File: src/hw/rtl/arcr_pkg.sv
// ----------------------------------------------------------------------------
// arcr_pkg
// Shared types and codes for the address range cache router.
// ----------------------------------------------------------------------------
`default_nettype none

package arcr_pkg;

   // command codes
   localparam logic CMD_ROUTE  = 1'b0;
   localparam logic CMD_UPDATE = 1'b1;

   // bound select codes
   localparam logic BOUND_START = 1'b0;
   localparam logic BOUND_END   = 1'b1;

   // status codes
   localparam logic [1:0] STATUS_OK        = 2'd0;
   localparam logic [1:0] STATUS_BAD_INDEX = 2'd1;
   localparam logic [1:0] STATUS_EMPTY     = 2'd2;

   // configuration register indexes (byte address / 4)
   localparam logic [1:0] REG_BYPASS_ALL   = 2'd0;
   localparam logic [1:0] REG_HIT_LATENCY  = 2'd1;
   localparam logic [1:0] REG_RULES_IN_USE = 2'd2;

   localparam int CSR_ADDR_BITS = 4;

   // control part of a word moving down the cell chain
   typedef struct packed {
      logic       valid;
      logic       command;
      logic       eligible;
      logic [2:0] rule_index;
      logic       bound_select;
      logic       hit;
      logic [1:0] status;
   } arcr_word_type;

endpackage : arcr_pkg

`default_nettype wire

File: src/hw/rtl/arcr_if.sv
// ----------------------------------------------------------------------------
// arcr_req_if / arcr_rsp_if
// Valid/ready channels for request words and result words.
// ----------------------------------------------------------------------------
`default_nettype none

interface arcr_req_if;
   logic        valid;
   logic        ready;
   logic        command;
   logic [31:0] address;
   logic        is_read_op;
   logic [2:0]  rule_index;
   logic        bound_select;
   logic [31:0] bound_value;

   modport source (
      output valid, command, address, is_read_op, rule_index, bound_select,
             bound_value,
      input  ready
   );
   modport sink (
      input  valid, command, address, is_read_op, rule_index, bound_select,
             bound_value,
      output ready
   );
endinterface : arcr_req_if

interface arcr_rsp_if;
   logic       valid;
   logic       ready;
   logic       to_cache;
   logic [7:0] added_latency;
   logic [1:0] status;

   modport source (
      output valid, to_cache, added_latency, status,
      input  ready
   );
   modport sink (
      input  valid, to_cache, added_latency, status,
      output ready
   );
endinterface : arcr_rsp_if

`default_nettype wire

File: src/hw/rtl/arcr_cell.sv
// ----------------------------------------------------------------------------
// arcr_cell
// One rule of the range table: matches passing route words against its
// range and applies update words that address it.
// ----------------------------------------------------------------------------
`default_nettype none

module arcr_cell #(
   parameter int CELL_INDEX = 0,
   parameter int KEY_BITS   = 32
) (
   input  wire                          clock,
   input  wire                          reset,
   input  wire                          advance,
   input  wire  [3:0]                   rules_in_use,
   input  wire  arcr_pkg::arcr_word_type word_in,
   input  wire  [KEY_BITS-1:0]          key_in,
   output arcr_pkg::arcr_word_type      word_out,
   output logic [KEY_BITS-1:0]          key_out
);
   import arcr_pkg::*;

   logic [KEY_BITS-1:0] start_ff, start_in;
   logic [KEY_BITS-1:0] end_ff, end_in;
   arcr_word_type       word_ff, word_in_nx;
   logic [KEY_BITS-1:0] key_ff;

   logic cell_active;
   logic addressed;
   logic in_range;
   logic [KEY_BITS-1:0] new_start, new_end;

   assign cell_active = int'(rules_in_use) > CELL_INDEX;
   assign addressed   = int'(word_in.rule_index) == CELL_INDEX;
   assign in_range    = (key_in >= start_ff) && (key_in < end_ff);

   always_comb begin
      new_start  = start_ff;
      new_end    = end_ff;
      start_in   = start_ff;
      end_in     = end_ff;
      word_in_nx = word_in;
      if (word_in.bound_select == BOUND_START) begin
         new_start = key_in;
      end else begin
         new_end = key_in;
      end
      if (word_in.valid) begin
         if (word_in.command == CMD_ROUTE) begin
            if (word_in.eligible && cell_active && in_range) begin
               word_in_nx.hit = 1'b1;
            end
         end else if (addressed && word_in.status == STATUS_OK) begin
            // refuse an empty range, keep the table unchanged
            if (new_start >= new_end) begin
               word_in_nx.status = STATUS_EMPTY;
            end else begin
               start_in = new_start;
               end_in   = new_end;
            end
         end
      end
   end

   always_ff @(posedge clock) begin
      if (reset) begin
         start_ff <= '0;
         end_ff   <= '0;
         word_ff  <= '0;
         key_ff   <= '0;
      end else if (advance) begin
         start_ff <= start_in;
         end_ff   <= end_in;
         word_ff  <= word_in_nx;
         key_ff   <= key_in;
      end
   end

   assign word_out = word_ff;
   assign key_out  = key_ff;

endmodule : arcr_cell

`default_nettype wire

File: src/hw/rtl/address_range_cache_router_core.sv
// ----------------------------------------------------------------------------
// address_range_cache_router_core
// Routes requests to the cache or bypass output by a table of address ranges.
// ----------------------------------------------------------------------------
// Each word enters a chain of NUM_RULES cells, one cell per rule, and moves
// one cell per cycle while the chain advances; a route word collects range
// hits as it passes and an update word rewrites the one bound of the cell it
// addresses. One word is accepted every cycle while no result is held; the
// first cell register loads at the edge that takes the word and the output
// register follows the last cell. When a result is held at the output the
// whole chain stalls and req_chan.ready drops. Configuration registers are
// bypass_all (0x0), hit_latency (0x4) and rules_in_use (0x8).
`default_nettype none

module address_range_cache_router_core #(
   parameter int NUM_RULES = 8,
   parameter int ADDR_BITS = 32
) (
   input  wire                                 clock,
   input  wire                                 reset,
   arcr_req_if.sink                            req_chan,
   arcr_rsp_if.source                          rsp_chan,
   input  wire                                 csr_psel,
   input  wire                                 csr_penable,
   input  wire                                 csr_pwrite,
   input  wire  [arcr_pkg::CSR_ADDR_BITS-1:0]  csr_paddr,
   input  wire  [31:0]                         csr_pwdata,
   output logic [31:0]                         csr_prdata,
   output logic                                csr_pready
);
   import arcr_pkg::*;

   localparam int KEY_BITS = (ADDR_BITS < 32) ? ADDR_BITS : 32;

   // configuration
   logic       bypass_all_ff;
   logic [7:0] hit_latency_ff;
   logic [3:0] rules_in_use_ff;
   logic       csr_write;
   logic [1:0] csr_index;

   assign csr_pready = 1'b1;
   assign csr_write  = csr_psel && csr_penable && csr_pwrite;
   assign csr_index  = csr_paddr[3:2];

   always_ff @(posedge clock) begin
      if (reset) begin
         bypass_all_ff   <= 1'b0;
         hit_latency_ff  <= '0;
         rules_in_use_ff <= '0;
      end else if (csr_write) begin
         unique case (csr_index)
            REG_BYPASS_ALL:   bypass_all_ff   <= csr_pwdata[0];
            REG_HIT_LATENCY:  hit_latency_ff  <= csr_pwdata[7:0];
            REG_RULES_IN_USE: rules_in_use_ff <= csr_pwdata[3:0];
            default: ;
         endcase
      end
   end

   always_comb begin
      unique case (csr_index)
         REG_BYPASS_ALL:   csr_prdata = {31'd0, bypass_all_ff};
         REG_HIT_LATENCY:  csr_prdata = {24'd0, hit_latency_ff};
         REG_RULES_IN_USE: csr_prdata = {28'd0, rules_in_use_ff};
         default:          csr_prdata = '0;
      endcase
   end

   // chain entry
   arcr_word_type       word_chain [NUM_RULES+1];
   logic [KEY_BITS-1:0] key_chain  [NUM_RULES+1];
   arcr_word_type       entry_word;
   logic [KEY_BITS-1:0] entry_key;
   logic                advance;
   logic                bad_index;
   logic                out_valid_ff;
   logic                to_cache_ff;
   logic [7:0]          latency_ff;
   logic [1:0]          status_ff;

   assign advance        = !out_valid_ff || rsp_chan.ready;
   assign req_chan.ready = advance;

   assign bad_index = (int'(req_chan.rule_index) >= int'(rules_in_use_ff)) ||
                      (int'(req_chan.rule_index) >= NUM_RULES);

   always_comb begin
      entry_word.valid        = req_chan.valid;
      entry_word.command      = req_chan.command;
      entry_word.eligible     = (req_chan.command == CMD_ROUTE) &&
                                req_chan.is_read_op && !bypass_all_ff;
      entry_word.rule_index   = req_chan.rule_index;
      entry_word.bound_select = req_chan.bound_select;
      entry_word.hit          = 1'b0;
      entry_word.status       = ((req_chan.command == CMD_UPDATE) && bad_index) ?
                                STATUS_BAD_INDEX : STATUS_OK;
      entry_key = (req_chan.command == CMD_ROUTE) ?
                  req_chan.address[KEY_BITS-1:0] :
                  req_chan.bound_value[KEY_BITS-1:0];
   end

   assign word_chain[0] = entry_word;
   assign key_chain[0]  = entry_key;

   for (genvar g = 0; g < NUM_RULES; g++) begin : g_cell
      arcr_cell #(
         .CELL_INDEX (g),
         .KEY_BITS   (KEY_BITS)
      ) u_cell (
         .clock        (clock),
         .reset        (reset),
         .advance      (advance),
         .rules_in_use (rules_in_use_ff),
         .word_in      (word_chain[g]),
         .key_in       (key_chain[g]),
         .word_out     (word_chain[g+1]),
         .key_out      (key_chain[g+1])
      );
   end

   // output register
   always_ff @(posedge clock) begin
      if (reset) begin
         out_valid_ff <= 1'b0;
      end else if (advance) begin
         out_valid_ff <= word_chain[NUM_RULES].valid;
      end
   end

   always_ff @(posedge clock) begin
      if (advance) begin
         to_cache_ff <= word_chain[NUM_RULES].hit;
         latency_ff  <= word_chain[NUM_RULES].hit ? hit_latency_ff : 8'd0;
         status_ff   <= word_chain[NUM_RULES].status;
      end
   end

   assign rsp_chan.valid         = out_valid_ff;
   assign rsp_chan.to_cache      = to_cache_ff;
   assign rsp_chan.added_latency = latency_ff;
   assign rsp_chan.status        = status_ff;

`ifndef SYNTHESIS
   a_stall_blocks_input: assert property (@(posedge clock) disable iff (reset)
      (rsp_chan.valid && !rsp_chan.ready) |-> !req_chan.ready)
      else $error("input taken while result is held");

   a_bypass_no_latency: assert property (@(posedge clock) disable iff (reset)
      (rsp_chan.valid && !rsp_chan.to_cache) |-> (rsp_chan.added_latency == 8'd0))
      else $error("latency on a bypass result");

   a_refused_not_cached: assert property (@(posedge clock) disable iff (reset)
      (rsp_chan.valid && rsp_chan.status != STATUS_OK) |-> !rsp_chan.to_cache)
      else $error("refused update routed to cache");

   a_status_code: assert property (@(posedge clock) disable iff (reset)
      rsp_chan.valid |-> (rsp_chan.status == STATUS_OK ||
                          rsp_chan.status == STATUS_BAD_INDEX ||
                          rsp_chan.status == STATUS_EMPTY))
      else $error("undefined status code");
`endif

endmodule : address_range_cache_router_core

`default_nettype wire
File: src/flat_wrapper.sv
// flat-port wrapper written by rule: the top's interface ports become plain ports
module address_range_cache_router_core_flat import arcr_pkg::*;
#(
   parameter int NUM_RULES = 8,
   parameter int ADDR_BITS = 32
)
  (clock, reset, csr_psel, csr_penable, csr_pwrite, csr_paddr, csr_pwdata, csr_prdata, csr_pready, req_chan_valid, req_chan_command, req_chan_address, req_chan_is_read_op, req_chan_rule_index, req_chan_bound_select, req_chan_bound_value, req_chan_ready, rsp_chan_valid, rsp_chan_to_cache, rsp_chan_added_latency, rsp_chan_status, rsp_chan_ready);
  arcr_req_if req_chan_i ();
  arcr_rsp_if rsp_chan_i ();
  input  wire clock;
  input  wire reset;
  input  wire csr_psel;
  input  wire csr_penable;
  input  wire csr_pwrite;
  input  wire  [arcr_pkg::CSR_ADDR_BITS-1:0] csr_paddr;
  input  wire  [31:0] csr_pwdata;
  output logic [31:0] csr_prdata;
  output logic csr_pready;
  input wire logic [$bits(req_chan_i.valid)-1:0] req_chan_valid;
  input wire logic [$bits(req_chan_i.command)-1:0] req_chan_command;
  input wire logic [$bits(req_chan_i.address)-1:0] req_chan_address;
  input wire logic [$bits(req_chan_i.is_read_op)-1:0] req_chan_is_read_op;
  input wire logic [$bits(req_chan_i.rule_index)-1:0] req_chan_rule_index;
  input wire logic [$bits(req_chan_i.bound_select)-1:0] req_chan_bound_select;
  input wire logic [$bits(req_chan_i.bound_value)-1:0] req_chan_bound_value;
  output wire logic [$bits(req_chan_i.ready)-1:0] req_chan_ready;
  output wire logic [$bits(rsp_chan_i.valid)-1:0] rsp_chan_valid;
  output wire logic [$bits(rsp_chan_i.to_cache)-1:0] rsp_chan_to_cache;
  output wire logic [$bits(rsp_chan_i.added_latency)-1:0] rsp_chan_added_latency;
  output wire logic [$bits(rsp_chan_i.status)-1:0] rsp_chan_status;
  input wire logic [$bits(rsp_chan_i.ready)-1:0] rsp_chan_ready;
  assign req_chan_i.valid = req_chan_valid;
  assign req_chan_i.command = req_chan_command;
  assign req_chan_i.address = req_chan_address;
  assign req_chan_i.is_read_op = req_chan_is_read_op;
  assign req_chan_i.rule_index = req_chan_rule_index;
  assign req_chan_i.bound_select = req_chan_bound_select;
  assign req_chan_i.bound_value = req_chan_bound_value;
  assign req_chan_ready = req_chan_i.ready;
  assign rsp_chan_valid = rsp_chan_i.valid;
  assign rsp_chan_to_cache = rsp_chan_i.to_cache;
  assign rsp_chan_added_latency = rsp_chan_i.added_latency;
  assign rsp_chan_status = rsp_chan_i.status;
  assign rsp_chan_i.ready = rsp_chan_ready;
  address_range_cache_router_core #(.NUM_RULES(NUM_RULES), .ADDR_BITS(ADDR_BITS)) u_core (.clock(clock), .reset(reset), .req_chan(req_chan_i), .rsp_chan(rsp_chan_i), .csr_psel(csr_psel), .csr_penable(csr_penable), .csr_pwrite(csr_pwrite), .csr_paddr(csr_paddr), .csr_pwdata(csr_pwdata), .csr_prdata(csr_prdata), .csr_pready(csr_pready));
endmodule
File: config.mk
export PLATFORM = sky130hd
export DESIGN_NAME = address_range_cache_router_core_flat
export DESIGN_NICKNAME = d
export VERILOG_FILES = /design/src/hw/rtl/arcr_pkg.sv /design/src/hw/rtl/arcr_if.sv /design/src/hw/rtl/arcr_cell.sv /design/src/hw/rtl/address_range_cache_router_core.sv /design/src/flat_wrapper.sv
export SDC_FILE = /design/constraint.sdc
export NUM_CORES = 2
export LEC_CHECK = 0
export ABC_AREA = 0
export BUFFER_PORTS_ARGS = -buffer_cell sky130_fd_sc_hd__buf_2
export CAP_MARGIN = 20
export CORE_AREA = 2 2 467 376
export DETAILED_ROUTE_END_ITERATION = 7
export DIE_AREA = 0 0 469 378
export MAX_ROUTING_LAYER = met4
export SKIP_LAST_GASP = 1
export SLEW_MARGIN = 20
export SYNTH_ARGS = -nofsm -noshare
export SYNTH_HDL_FRONTEND = slang
export SYNTH_HIERARCHICAL = 1
export SYNTH_SLANG_ARGS = --single-unit
File: constraint.sdc
create_clock -name clock -period 6.4 [get_ports clock]
set_input_delay 0 -clock clock [delete_from_list [all_inputs] [get_ports clock]]
set_output_delay 0 -clock clock [all_outputs]
set_load 0.02 [all_outputs]
# [Word-level counts from Yosys, hierarchy flattened]
# Cells that the tools add are included.
# Widths: inputs -> output; s select.
[op_classes] order_cmp=33 n_mux=67 eq_ne=9 n_reduce_logical=61 bitwise=9
[op_table] operator="$mux 32" count=17
[op_table] operator="$ge 32x32->1" count=16
[op_table] operator="$lt 32x32->1" count=8
[op_table] operator="$mux 2" count=24
[op_table] operator="$reduce_and 5->1" count=8
[op_table] operator="$logic_and 1x1->1" count=37
[op_table] operator="$mux 3" count=8
[op_table] operator="$pmux 8 s3" count=1
[op_table] operator="$logic_not 2->1" count=9
[op_table] operator="$mux 1" count=17
[op_table] operator="$gt 4x3->1 const B" count=4
[op_table] operator="$eq 3x3->1 const B" count=4
[op_table] operator="$not 1->1" count=9
[op_table] operator="$gt 4x1->1 const B" count=2
[op_table] operator="$gt 4x2->1 const B" count=2
[op_table] operator="$eq 3x2->1 const B" count=2
[op_table] operator="$reduce_and 2->1" count=3
[op_table] operator="$ge 3x4->1" count=1
[op_table] operator="$eq 3x1->1 const B" count=1
[op_table] operator="$logic_not 3->1" count=1
[op_table] operator="$eq 2x1->1 const B" count=1
[op_table] operator="$eq 2x2->1 const B" count=1
[op_table] operator="$logic_not 1->1" count=2
[op_table] operator="$logic_or 1x1->1" count=1
[totals] in_bits=113 out_inout_bits=46 elab_cells=261 ff_bits=835

# [Longest topological paths before layout]
[depth] depth_word=8 ltp_mapped=13 mapped_depth_nobuf=9

# [By module]
# The synthesis kept the hierarchy.
[modules_own_cells] mod="arcr_cell at u_core.g_cell[6].u_cell" area_each_um2=7577.3 instances=1 cells_each=809
[modules_own_cells] mod="arcr_cell at u_core.g_cell[2].u_cell" area_each_um2=7430.9 instances=1 cells_each=809
[modules_own_cells] mod="arcr_cell at u_core.g_cell[0].u_cell" area_each_um2=7429.6 instances=1 cells_each=787
[modules_own_cells] mod="arcr_cell at u_core.g_cell[4].u_cell" area_each_um2=7393.3 instances=1 cells_each=810
[modules_own_cells] mod="arcr_cell at u_core.g_cell[5].u_cell" area_each_um2=7234.4 instances=1 cells_each=776
[modules_own_cells] mod="arcr_cell at u_core.g_cell[3].u_cell" area_each_um2=7196.9 instances=1 cells_each=781
[modules_own_cells] mod="arcr_cell at u_core.g_cell[7].u_cell" area_each_um2=7146.9 instances=1 cells_each=770
[modules_own_cells] mod="arcr_cell at u_core.g_cell[1].u_cell" area_each_um2=6884.1 instances=1 cells_each=772
[modules_own_cells] mod="address_range_cache_router_core" area_each_um2=1749.2 instances=1 cells_each=163

# [Worst setup path after synthesis]
# Ideal clock, no wire load.
[synth_timing] path_type="register -> register" start="reg u_core.g_cell[2].u_cell.word_ff, in the netlist u_core/g_cell[2].u_cell/word_out[3]" end="reg u_core.g_cell[3].u_cell.end_ff[0]" path_stages_with_launch=14 arrival_ns=3.430 setup_slack_ns=2.824 setup_time_ns=0.146 path_buffers=4 path_cell_list="dfxtp_1 -> clkbuf_1 -> buf_1 -> mux2i_1 -> inv_1 -> ha_1 -> nand4_1 -> nor3_1 -> or4b_1 -> a31o_1 -> buf_2 -> clkbuf_1 -> a31oi_1 -> a211oi_2"
[synth_via] elab_chain_len=4
[synth_lines] element="start: declaration" line="arcr_cell.sv:25" source="arcr_word_type word_ff, word_in_nx;"
[synth_lines] element="start signal: assignment" line="arcr_cell.sv:74" source="word_ff <= word_in_nx;"
[synth_lines] element="$mux 32" line="arcr_cell.sv:43" source="if (word_in.bound_select == BOUND_START) begin"
[synth_lines] element="via u_core.g_cell[3].u_cell.new_start[15]" line="arcr_cell.sv:31" source="logic [KEY_BITS-1:0] new_start, new_end;"
[synth_lines] element="$ge 32x32->1" line="arcr_cell.sv:55" source="if (new_start >= new_end) begin"
[synth_lines] element="$not 1->1 (no line)"
[synth_lines] element="$reduce_and 5->1 (no line)"
[synth_lines] element="end signal: assignment" line="arcr_cell.sv:73" source="end_ff <= end_in;"
[synth_lines] element="end: declaration" line="arcr_cell.sv:24" source="logic [KEY_BITS-1:0] end_ff, end_in;"
# The timed path passes the listed nets, and every way through them passes these cells.
# A chain may end at the register's enable or synchronous reset.

# [Worst setup path after layout]
[layout_timing] start="reg u_core.g_cell[0].u_cell.word_ff, in the netlist u_core/g_cell[0].u_cell/word_out[3]" end="reg u_core.g_cell[1].u_cell.start_ff[8]"
[layout_via] elab_chain_len=4
[layout_lines] element="start: declaration" line="arcr_cell.sv:25"
[layout_lines] element="start signal: assignment" line="arcr_cell.sv:74"
[layout_lines] element="$mux 32" line="arcr_cell.sv:43"
[layout_lines] element="via u_core.g_cell[1].u_cell.new_start[11]" line="arcr_cell.sv:31"
[layout_lines] element="$ge 32x32->1" line="arcr_cell.sv:55"
[layout_lines] element="$not 1->1 (no line)"
[layout_lines] element="$reduce_and 5->1 (no line)"
[layout_lines] element="end signal: assignment" line="arcr_cell.sv:72" source="start_ff <= start_in;"
[layout_lines] element="end: declaration" line="arcr_cell.sv:23" source="logic [KEY_BITS-1:0] start_ff, start_in;"
# The timed path passes the listed nets, and every way through them passes these cells.

==> summary.md <==
| Metric | Value |
|---|---|
| Status | finished clean |
| Die area | roughly 180000 um2 |
| Crit path cell chain | buf_4 -> mux2_2 -> ha_1 -> nand4_1 -> nor3_1 -> a221o_1 -> o21ai_2 -> buf_4 -> and3_2 -> buf_4 -> mux2i_1 |
| Area grow syn2layout | 10.09% |
| Share of layout cells above drive strength 1 | between 10% and 20% |
| Worst setup SP type | flip-flop |
| CP bufs+invs | 3 |
| Grt total ovfl | 0 |
| Port bufs | 107 |
| Setup slack after layout | 1.599 ns |
| Hold slack | 0.05561 ns |
| Cells after Synth | 6359 |
| Max-cap violations | 0 |
| HPWL after DPL | 103600 um |
| Crit-path max cell delay | 0.98 ns |
| Rows | 137 |
| CTS clk-pin slew, worst paths | 0.07 ns |
| Crit path top cell by count | buf_4 |
| TNS Setup | 0 ns |
| Largest net degree at the start of global routing | 150 |
| Worst setup EP type | flip-flop |
| Hold Path Class | in -> reg |
| Layout Nets | ~7200 |
| CP required | around 7 ns |
| Routability cong. | 0.8526 |
| WL/cell | 17.68 um |
| Pre-CTS setup slack | 1.664 ns |
| Final hold vios | 0 |
| Least-Margin Pin Slew | between 1 and 1.5 ns |
| CTS resizes | 0 |
| Max Freq | 208.3 MHz |
| Vias | between 40000 and 50000 |
| Clk buf depth | 3 |
| Vias per cell | 5.363 |
| Post-route insts no fill | 8662 |
| Post-CTS setup buffer count | 0 |
| Power per cell area | 197.5 nW/um2 |
| Critical path's slowest cell | dfxtp_4 |
| Critical path peak fanout | 60 |
| Drt first pass iters | 5 |
| Slew headroom | 25.80% |
| Finished Cell Area | 64670 um2 |
| Synth Warn # | 6 |
| Final Util | a little under two fifths |
| Starting Density | 33.93% |
| Total power | between 10 and 15 mW |
| TritonCTS clock tree | done |
| Root buffer cell | clkbuf_16 |
| Leakage | 26.33 nW |
| CP arrival | ~5.4 ns |
| Post-Synthesis Cell Area | ~59000 um2 |
| Commonest non-fill, non-tap cells in the layout | dfxtp_1, ha_1, mux2i_1 |
| Cells after DPL | 8398 |
| Clock Skew | 0.03245 ns |
| FF/Latch Area | 16850 um2 |
| IO Count | ~160 |
| Cell Area, Placed | roughly 60000 um2 |
| Fin. max-slew vios | 0 |
| Family with the most delay on the worst path | buffers and inverters |
| Setup violators final | 0 |
| Final Cycle Share | 75.01% |
| Fillers | approximately 17000 |
| Tot GR Track Use | 17.29% |
| Footprint of the multi-input gates | 37240 um2 |
| RSZ-0062 raised after global routing | no |
| Chip width | 469 um |
| # clock sinks | 835 |
| Die Y | 378 um |
| Setup CP Type | reg -> reg |
| CTS Buf Count | 88 |
| Worst skew pair latency | approximately 0.69 ns |
| Worst R2R Setup Slack | 1.60 ns |
| Vias in the first global route | ~45000 |
| # DRC | 0 |
| Mean post-synth cell area | 9.238 um2 |
| Total wire length | 153200 um |
| Initial antenna violation count | 1 |
| Fin crit period | 4.801 ns |
| Core Footprint | 173100 um2 |
| H-Tree Depth | 3 |
| Commonest non-fill, non-tap cell in the layout | dfxtp_1 |
| Worst VDD drop | 0.0001912 V |
| Drt first-iter violations | ~3000 |
| Routed Antenna Nets | 0 |
| Global-route wire length before repair | 246800 um |
==> sequential cells by signal (all words and copies together), names as in the netlist, 2 cells and up <==
name / flops
u_core/g_cell.u_cell/end_ff: 256
u_core/g_cell.u_cell/start_ff: 256
u_core/g_cell.u_cell/key_out: 224
u_core/g_cell.u_cell/word_out: 74
u_core/hit_latency_ff: 8
u_core/rsp_chan.added_latency: 8
u_core/rules_in_use_ff: 4
u_core/rsp_chan.status: 2
==> power breakdown <==
part / internal [mW] / leakage [nW] / total [mW] / switching (mW)
clock network: 3.52 / 1.58 / 5.84 / 2.32
registers: 5.26 / 6.80 / 5.38 / 0.128
logic: 0.537 / 18.0 / 1.55 / 1.01
total: 9.31 / 26.3 / 12.8 / 3.46
==> area by class of cell <==
type / instances / area share (%)
multi-input cells: 4481 / 57.59
well taps: 2293 / 4.436
clock buffers: 115 / 3.796
diodes: 1 / 0.003869
flip-flops and latches: 835 / 26.06
clock inverters: 46 / 1.217
inverters: 620 / 3.599
repair buffers: 271 / 3.304
==> repair_timing <==
action	4_1_cts	5_1_grt
endpoints found under the hold margin	125	0
hold buffers	101	0
endpoints found under the setup margin	0	0
==> layer usage <==
layer	vias up	global-route usage (%)	share of wire, %
li1	23050	-	-
met1	22300	23.69	49
met2	866	26.59	44
met3	235	2.567	4.4
met4	0	4.167	2.4
met5	-	-	0
==> path summary, 6_finish.rpt <==
| check | end | from | cells past startpoint |
|---|---|---|---|
| worst max register to register | u_core/g_cell[1].u_cell/start_ff[8] | u_core/g_cell[0].u_cell/word_out[3] | 11 |
| worst min register to register | u_core/rsp_chan.valid | u_core/g_cell[7].u_cell/word_out[9] | 2 |
| worst max-delay path | u_core/g_cell[1].u_cell/start_ff[8] | u_core/g_cell[0].u_cell/word_out[3] | 11 |
| worst min-delay path | u_core/g_cell[0].u_cell/start_ff[18] | req_chan_bound_value[18] | 5 |
==> worst min-delay path, stage by stage <==
cell      delay, ns
buf_2          0.07
mux2_2         0.20
mux2_2         0.18
nor3_1         0.06
a211oi_2       0.19
No activity file was read; power rests on OpenSTA's default activity.
